File: config.mk
export PLATFORM = sky130hd
export DESIGN_NAME = delimited_frame_crc_checker_top
export DESIGN_NICKNAME = d
export VERILOG_FILES = /design/src/hdl/dfcc_pkg.sv /design/src/hdl/delimited_frame_crc_checker_top.sv
export SDC_FILE = /design/constraint.sdc
export NUM_CORES = 1
export LEC_CHECK = 0
export BUFFER_PORTS_ARGS = -buffer_cell sky130_fd_sc_hd__buf_2
export CAP_MARGIN = 20
export CORE_MARGIN = 2
export CORE_UTILIZATION = 65
export DETAILED_ROUTE_END_ITERATION = 6
export PLACE_DENSITY = 0.95
export SYNTH_ARGS = -nofsm -noshare
export SYNTH_HDL_FRONTEND = slang
export SYNTH_SLANG_ARGS = --single-unit
File: constraint.sdc
create_clock -name clock -period 7.22 [get_ports clock]
set_input_delay 1.805 -clock clock [delete_from_list [all_inputs] [get_ports clock]]
set_output_delay 1.805 -clock clock [all_outputs]
set_load 0.1 [all_outputs]
File: src/hdl/dfcc_pkg.sv
package dfcc_pkg;

   localparam int ADDRESS_CHARS = 6;
   localparam int ADDR_W        = 8 * ADDRESS_CHARS;

   localparam logic [31:0] CRC_POLY = 32'hEDB8_8320;
   localparam logic [31:0] CRC_INIT = 32'hFFFF_FFFF;

   localparam logic [7:0] CHAR_BAR = 8'h7C;
   localparam logic [7:0] CHAR_NL  = 8'h0A;
   localparam logic [7:0] CHAR_CR  = 8'h0D;

   // field numbers along a line
   localparam logic [2:0] FIELD_FROM = 3'd0;
   localparam logic [2:0] FIELD_TO   = 3'd1;
   localparam logic [2:0] FIELD_TYPE = 3'd2;
   localparam logic [2:0] FIELD_DATA = 3'd3;
   localparam logic [2:0] FIELD_CRC  = 3'd4;
   localparam logic [2:0] FIELD_PAST = 3'd5;

   localparam logic [3:0] FIELD_LEN_MAX = 4'd15;
   localparam logic [3:0] CRC_TEXT_LEN  = 4'd8;
   localparam logic [3:0] BCAST_LEN     = 4'd9;

   localparam logic [1:0] STATUS_OK     = 2'd0;
   localparam logic [1:0] STATUS_FORMAT = 2'd1;
   localparam logic [1:0] STATUS_CRC    = 2'd2;

   localparam logic [1:0] DEST_OTHER = 2'd0;
   localparam logic [1:0] DEST_OWN   = 2'd1;
   localparam logic [1:0] DEST_BCAST = 2'd2;

   localparam logic [2:0] TYPE_UNKNOWN = 3'd0;

   localparam int TYPE_COUNT  = 6;
   localparam int TYPE_TEXT_W = 8 * 13;

   localparam logic [71:0] BCAST_TEXT = 72'("BROADCAST");

   localparam logic [TYPE_TEXT_W-1:0] TYPE_TEXT [TYPE_COUNT] = '{
      TYPE_TEXT_W'("HEARTBEAT"),
      TYPE_TEXT_W'("ACTION"),
      TYPE_TEXT_W'({"GET_", "REGISTER"}),
      TYPE_TEXT_W'({"GET_", "REGISTERS"}),
      TYPE_TEXT_W'({"SET_", "REGISTER"}),
      TYPE_TEXT_W'("PING")
   };

   localparam logic [3:0] TYPE_LEN [TYPE_COUNT] = '{
      4'd9, 4'd6, 4'd12, 4'd13, 4'd12, 4'd4
   };

   // one byte of the reflected CRC-32, bit by bit
   function automatic logic [31:0] crc32_byte(input logic [31:0] crc, input logic [7:0] b);
      logic [31:0] c;
      c = crc ^ {24'd0, b};
      for (int i = 0; i < 8; i++) begin
         c = (c >> 1) ^ (c[0] ? CRC_POLY : 32'd0);
      end
      return c;
   endfunction

   // character at a position of a type name; positions past its end give zero
   function automatic logic [7:0] type_char(input int k, input logic [3:0] pos);
      logic [TYPE_TEXT_W-1:0] word;
      int sh;
      word = TYPE_TEXT[k];
      sh   = 8 * (int'(TYPE_LEN[k]) - 1 - int'(pos));
      if (sh < 0) begin
         return 8'h00;
      end
      return word[sh +: 8];
   endfunction

   function automatic logic [7:0] bcast_char(input logic [3:0] pos);
      int sh;
      sh = 8 * (int'(BCAST_LEN) - 1 - int'(pos));
      if (sh < 0) begin
         return 8'h00;
      end
      return BCAST_TEXT[sh +: 8];
   endfunction

   function automatic logic [7:0] own_char(input logic [ADDR_W-1:0] addr,
                                           input logic [3:0] pos);
      int sh;
      sh = 8 * (ADDRESS_CHARS - 1 - int'(pos));
      if (sh < 0) begin
         return 8'h00;
      end
      return addr[sh +: 8];
   endfunction

   typedef struct packed {
      logic [1:0] status;
      logic [1:0] kind;
      logic [2:0] code;
   } result_type;

endpackage

File: src/hdl/delimited_frame_crc_checker_top.sv
// The result of a line is registered in the result queue when its newline is taken.
// Throughput: one received byte per cycle while req_tready is high; the CRC byte update
//    and the field compares are combinational.
// A two-entry result queue (output register plus skid register) lets bytes flow while
//    a result waits; req_tready falls only while both entries are occupied.
// Reset (synchronous, active high) clears own_address to zero and returns the line
//    state to its start: CRC all ones, no fields seen, all match flags set.
module delimited_frame_crc_checker_top import dfcc_pkg::*; (
   input  logic              clock,
   input  logic              reset,
   input  logic              req_tvalid,
   output logic              req_tready,
   input  logic [7:0]        req_tdata,    // [7:0] rx_byte
   output logic              rsp_tvalid,
   input  logic              rsp_tready,
   output logic [7:0]        rsp_tdata,    // [1:0] frame_status, [3:2] destination_kind,
                                           // [6:4] type_code, [7] zero
   input  logic              csr_wr_en,
   input  logic [ADDR_W-1:0] csr_wr_data   // own_address, first character in top byte
);

   // configuration
   logic [ADDR_W-1:0] own_address_ff;

   // line state
   logic [31:0]           crc_ff,          crc_in;
   logic [2:0]            field_index_ff,  field_index_in;
   logic [3:0]            field_len_ff,    field_len_in;
   logic [4:0]            nonempty_ff,     nonempty_in;
   logic                  started_ff,      started_in;
   logic [1:0]            dest_flags_ff,   dest_flags_in;
   logic [TYPE_COUNT-1:0] type_flags_ff,   type_flags_in;
   logic [31:0]           rx_crc_ff,       rx_crc_in;
   logic                  crc_text_ok_ff,  crc_text_ok_in;

   // result queue
   logic       out_valid_ff,  out_valid_in;
   result_type out_ff,        out_in;
   logic       skid_valid_ff, skid_valid_in;
   result_type skid_ff,       skid_in;

   logic       accept;
   logic       take;
   logic       produce;
   result_type result;

   // values of the match flags once the current field is closed
   logic [1:0]            close_dest;
   logic [TYPE_COUNT-1:0] close_type;
   logic                  close_crc_ok;

   logic [7:0] b;
   logic [3:0] nib;
   logic       is_hex;

   assign b          = req_tdata;
   assign req_tready = !skid_valid_ff;
   assign accept     = req_tvalid && req_tready;
   assign take       = out_valid_ff && rsp_tready;
   assign rsp_tvalid = out_valid_ff;
   assign rsp_tdata  = {1'b0, out_ff.code, out_ff.kind, out_ff.status};

   // close the open field: a length that differs from a candidate drops that candidate
   always_comb begin
      close_dest   = dest_flags_ff;
      close_type   = type_flags_ff;
      close_crc_ok = crc_text_ok_ff;
      case (field_index_ff)
         FIELD_TO: begin
            if (field_len_ff != 4'(ADDRESS_CHARS)) close_dest[0] = 1'b0;
            if (field_len_ff != BCAST_LEN)         close_dest[1] = 1'b0;
         end
         FIELD_TYPE: begin
            for (int k = 0; k < TYPE_COUNT; k++) begin
               if (field_len_ff != TYPE_LEN[k]) close_type[k] = 1'b0;
            end
         end
         FIELD_CRC: begin
            if (field_len_ff != CRC_TEXT_LEN) close_crc_ok = 1'b0;
         end
         default: ;
      endcase
   end

   // hex digit of the crc field: uppercase only
   always_comb begin
      is_hex = 1'b1;
      nib    = 4'd0;
      if (b inside {["0":"9"]}) begin
         nib = 4'(b - 8'h30);
      end else if (b inside {["A":"F"]}) begin
         nib = 4'(b - 8'h37);
      end else begin
         is_hex = 1'b0;
      end
   end

   // report of a finished line
   always_comb begin
      result.status = STATUS_OK;
      result.kind   = DEST_OTHER;
      result.code   = TYPE_UNKNOWN;
      if (nonempty_ff != 5'h1F) begin
         result.status = STATUS_FORMAT;
      end else if (!close_crc_ok || rx_crc_ff != ~crc_ff) begin
         result.status = STATUS_CRC;
      end else begin
         // own address wins over broadcast
         if (close_dest[0]) begin
            result.kind = DEST_OWN;
         end else if (close_dest[1]) begin
            result.kind = DEST_BCAST;
         end
         // lowest set flag gives the type
         for (int k = TYPE_COUNT - 1; k >= 0; k--) begin
            if (close_type[k]) result.code = 3'(k + 1);
         end
      end
   end

   // line state update for one received byte
   always_comb begin
      crc_in         = crc_ff;
      field_index_in = field_index_ff;
      field_len_in   = field_len_ff;
      nonempty_in    = nonempty_ff;
      started_in     = started_ff;
      dest_flags_in  = dest_flags_ff;
      type_flags_in  = type_flags_ff;
      rx_crc_in      = rx_crc_ff;
      crc_text_ok_in = crc_text_ok_ff;
      produce        = 1'b0;

      if (accept && b != CHAR_CR) begin
         if (b == CHAR_NL) begin
            // report only a line that held something, then start afresh
            produce        = started_ff;
            crc_in         = CRC_INIT;
            field_index_in = FIELD_FROM;
            field_len_in   = 4'd0;
            nonempty_in    = 5'd0;
            started_in     = 1'b0;
            dest_flags_in  = '1;
            type_flags_in  = '1;
            rx_crc_in      = 32'd0;
            crc_text_ok_in = 1'b1;
         end else if (b == CHAR_BAR) begin
            started_in = 1'b1;
            // the fourth bar is the first one outside the checksum
            if (field_index_ff < FIELD_DATA) crc_in = crc32_byte(crc_ff, b);
            dest_flags_in  = close_dest;
            type_flags_in  = close_type;
            crc_text_ok_in = close_crc_ok;
            if (field_index_ff < FIELD_PAST) field_index_in = field_index_ff + 3'd1;
            field_len_in = 4'd0;
         end else begin
            started_in = 1'b1;
            if (field_index_ff <= FIELD_DATA) crc_in = crc32_byte(crc_ff, b);
            if (field_index_ff < FIELD_PAST) begin
               nonempty_in[field_index_ff] = 1'b1;
               case (field_index_ff)
                  FIELD_TO: begin
                     if (field_len_ff >= 4'(ADDRESS_CHARS) ||
                         b != own_char(own_address_ff, field_len_ff))
                        dest_flags_in[0] = 1'b0;
                     if (field_len_ff >= BCAST_LEN || b != bcast_char(field_len_ff))
                        dest_flags_in[1] = 1'b0;
                  end
                  FIELD_TYPE: begin
                     for (int k = 0; k < TYPE_COUNT; k++) begin
                        if (field_len_ff >= TYPE_LEN[k] || b != type_char(k, field_len_ff))
                           type_flags_in[k] = 1'b0;
                     end
                  end
                  FIELD_CRC: begin
                     if (field_len_ff >= CRC_TEXT_LEN || !is_hex) begin
                        crc_text_ok_in = 1'b0;
                     end else begin
                        rx_crc_in = {rx_crc_ff[27:0], nib};
                     end
                  end
                  default: ;
               endcase
               if (field_len_ff < FIELD_LEN_MAX) field_len_in = field_len_ff + 4'd1;
            end
         end
      end
   end

   // result queue: refill the output register from the skid entry first
   always_comb begin
      out_valid_in  = out_valid_ff;
      out_in        = out_ff;
      skid_valid_in = skid_valid_ff;
      skid_in       = skid_ff;
      if (skid_valid_ff) begin
         if (take) begin
            out_in        = skid_ff;
            skid_valid_in = 1'b0;
         end
      end else if (!out_valid_ff || take) begin
         out_valid_in = produce;
         out_in       = result;
      end else if (produce) begin
         skid_valid_in = 1'b1;
         skid_in       = result;
      end
   end

   always_ff @(posedge clock) begin
      if (reset) begin
         own_address_ff <= '0;
         crc_ff         <= CRC_INIT;
         field_index_ff <= FIELD_FROM;
         field_len_ff   <= 4'd0;
         nonempty_ff    <= 5'd0;
         started_ff     <= 1'b0;
         dest_flags_ff  <= '1;
         type_flags_ff  <= '1;
         rx_crc_ff      <= 32'd0;
         crc_text_ok_ff <= 1'b1;
         out_valid_ff   <= 1'b0;
         skid_valid_ff  <= 1'b0;
      end else begin
         if (csr_wr_en) own_address_ff <= csr_wr_data;
         crc_ff         <= crc_in;
         field_index_ff <= field_index_in;
         field_len_ff   <= field_len_in;
         nonempty_ff    <= nonempty_in;
         started_ff     <= started_in;
         dest_flags_ff  <= dest_flags_in;
         type_flags_ff  <= type_flags_in;
         rx_crc_ff      <= rx_crc_in;
         crc_text_ok_ff <= crc_text_ok_in;
         out_valid_ff   <= out_valid_in;
         skid_valid_ff  <= skid_valid_in;
      end
   end

   // payload: hold without reset
   always_ff @(posedge clock) begin
      out_ff  <= out_in;
      skid_ff <= skid_in;
   end

endmodule
==> results.py <==
metrics = {
    "critical_path": {
        "max_stage_delay_ns": 0.80,
        "crit_chain": "buf_2 > clkinv_1 > ha_1 > a211o_1 > a2111oi_0 > o21ai_0 > a21o_1 > or3_1 > or3_1 > a21oi_1",
        "crit_type": "in -> reg",
        "cpMostUsedCell": "or3_1",
        "cp_data_arrival_time_ns": 5.49,
        "critical_path.max_fanout": 30,
        "cp-start-kind": "primary input",
        "cp-end-kind": "register",
        "critPathSlowestCell": "or3_1",
        "cp.required_ns": 7.59,
    },
    "drt": {
        "vias_per_cell": 6.43,
        "antenna_left": 0,
        "first_pass_iters": 7,
        "wl_per_cell_um": 19.5,
        "wl_um": 25100,
        "drc": 1,
        "first_iter_violations": 1482,
        "num_vias": 8252,
    },
    "synth": {
        "ys_warn_count": 0,
        "synthMuxAreaShare": 0.102,
        "yosys_register_bits": 150,
        "synth_xor_area_frac": 0.138,
        "synth-compound-area-share": 0.150,
        "synth_cell_types": 69,
        "yosys.area.top_type": "dfxtp_1",
        "synth_fa_ha_area_frac": 0.0317,
        "ys_seq_area_frac": 0.346,
        "synth_area_per_cell_sq_um": 8.51,
        "syn-cell-area_sq_um": 9070,
        "synth_top_family_by_area": "simple AND/OR/NAND/NOR gates",
        "ys_async_sr_fraction": 0,
        "synth_commonest_cells": "dfxtp_1, xnor2_1, nor2_1, nand2_1, mux2i_1",
        "synth.most_common_cell": "dfxtp_1",
        "synth_top_area_share": 0.300,
        "netlist_instances": 1066,
        "syn_nets": 1150,
        "synth_ff_type": "dfxtp_1",
        "synthSimpleGateAreaFrac": 0.188,
        "synth_area_leaders": "dfxtp_1, xnor2_1, mux2i_1, edfxtp_1, nor2_1",
        "synth_edf_count": 14,
    },
    "pwr": {
        "powerDensity_nw_per_um2": 316,
        "p_leak_uw": 0.00381,
        "vdd_ir_drop_max_v": 0.000223,
        "total_power_uw": 3170,
    },
    "cts": {
        "clock_latency_ns": 0.45,
        "path_clk_slew_ns": 0.06,
        "cts_sinks": 150,
        "post_cts_buffers": 0,
        "holdBufCountCts": 0,
        "cts_buffers": 17,
        "cts_tree": "yes",
        "cts_root_buffer": "clkbuf_16",
        "htreeDepth": 4,
        "cts_repair_resize_count": 0,
        "cts_max_path_buffers": 2,
    },
    "cells_and_area": {
        "drive_gt1_frac": 0.123,
        "fillers": 915,
        "areaGrowthSynthToFinish_pct": 10.7,
        "final_area_sq_um": 10000,
        "fin_nets": 1173,
    },
    "sta": {
        "skew_ns": 0.0132,
        "fin_crit_ns": 5.13,
        "final.setup.tns_ns": 0,
        "fmax_mhz": 195,
        "setup_viol": 0,
        "maxSlewViolCount": 0,
        "whs_ns": 0.466,
        "hold_viol": 0,
        "rsz0062_at_grt": "no",
        "slew_headroom": 0.268,
        "tightest_slew_ns": 1.09,
        "period_share": 0.710,
    },
    "placement": {
        "dpl_cell_area_sq_um": 9400,
        "place_hpwl_um": 16000,
        "gp_congestion": 0.991,
        "port_buffers": 69,
    },
    "global_routing": {
        "grt.busiest_layer": "met2",
        "grt_pass1_wl_um": 40100,
        "grt_use_met1": 0.434,
        "grt_max_degree": 102,
        "use_met3": 0.0922,
        "grt_pass1_vias": 7842,
        "antenna_found_initial": 2,
        "met2_usage": 0.549,
        "grtUsageTotal": 0.343,
        "overflow": 0,
    },
    "floorplanning": {
        "rows": 43,
        "dieWidth_um": 122,
        "initial_utilization": 0.659,
        "core-area_sq_um": 13800,
        "die_h_um": 122,
        "io_pins": 71,
        "dieArea_sq_um": 14900,
    },
    "worst_hold_path": {
        "min_path_type": "reg -> reg",
    },
    "outcome": {
        "status": "finished, violations left",
        "violations": "DRC",
    },
    "job": {
        "drv_cap": 0,
    },
}
worst max-delay path, delay by kind of cell:
| kind | cells | cell delay (ns) |
|---|---|---|
| AND/OR/NAND/NOR | 2 | 1.32 |
| AO/OA/AOI/OAI | 5 | 1.47 |
| buffers and inverters | 2 | 0.60 |
| adder cells (fa/ha/maj) | 1 | 0.29 |
placed cells by master, fill, tap and decap left out, types with 7 or more instances in the layout:
master | Yosys | layout
nor3_1 | 10 | 10
xnor2_1 | 113 | 113
nand2_1 | 81 | 81
nand2b_1 | 40 | 40
nor2b_1 | 10 | 10
or3_1 | 10 | 10
buf_2 | 14 | 68
nor4_1 | 13 | 13
buf_4 | 4 | 11
ha_1 | 23 | 23
inv_1 | 13 | 13
mux2i_1 | 72 | 72
xor2_1 | 28 | 28
clkbuf_16 | 0 | 17
a31oi_1 | 8 | 8
nor2_1 | 106 | 106
nand4_1 | 7 | 7
nand3_1 | 50 | 50
a211oi_1 | 13 | 13
o21ai_0 | 43 | 43
dfxtp_1 | 136 | 135
o22ai_1 | 35 | 35
edfxtp_1 | 14 | 14
a21oi_1 | 67 | 66
cell families after synthesis:
logic type,Yosys count
and+or+nand+nor,355
AOI/OAI and AO/OA,216
DFF,150
xor gates and xnor gates,142
buffers and inverters,95
muxes,84
adders and majority gates,23
other,1
where the power goes:
| part | switching (uW) | leakage (uW) | internal (uW) | total [uW] |
|---|---|---|---|---|
| sequential | 103 | 0.00124 | 920 | 1020 |
| clock | 386 | 0.000317 | 591 | 977 |
| combinational | 652 | 0.00225 | 521 | 1170 |
state kept, by name (all words and copies together) (netlist names):
signal          flops
rx_crc_ff          32
skid_ff             7
own_address_ff     48
nonempty_ff         5
skid_valid_ff       1
started_ff          1
rsp_tvalid          1
field_index_ff      3
dest_flags_ff       2
crc_ff             32
field_len_ff        4
type_flags_ff       6
crc_text_ok_ff      1
rsp_tdata           7
layout make-up:
type                    instances  area [sq um]  share of cell area
repair buffers                 80           427              0.0425
well taps                     180           225              0.0224
diodes                          2          5.00            0.000498
clock buffers                  18           439              0.0437
clock inverters                14           196              0.0196
flip-flops and latches        150          3140               0.313
inverters                      19          71.3             0.00710
multi-input cells             821          5540               0.551
per-stage QoR:
step | worst slack (ns) | std cells | util
floorplan | 2.69 | 1066 | -
global placement | 2.00 | 1249 | 0.682
detailed placement | 1.86 | 1249 | 0.682
CTS | 2.29 | 1281 | 0.729
global route | 1.85 | 1283 | 0.729
finish | 2.09 | 1284 | 0.729
final timing paths:
path	from	endpoint	slack, ns	depth (start not counted)
min reg2reg	nonempty_ff[1]	nonempty_ff[1]	0.47	2
min	nonempty_ff[1]	nonempty_ff[1]	0.47	2
max	req_tdata[1]	rx_crc_ff[1]	2.09	10
max reg2reg	field_len_ff[0]	dest_flags_ff[1]	3.17	9
routing by layer:
metal,wire length [um],part of all wire
met1,9870,0.39
met2,11700,0.47
met3,2440,0.097
met4,1010,0.040
met5,0,0
(Power assumes the default switching activity.)
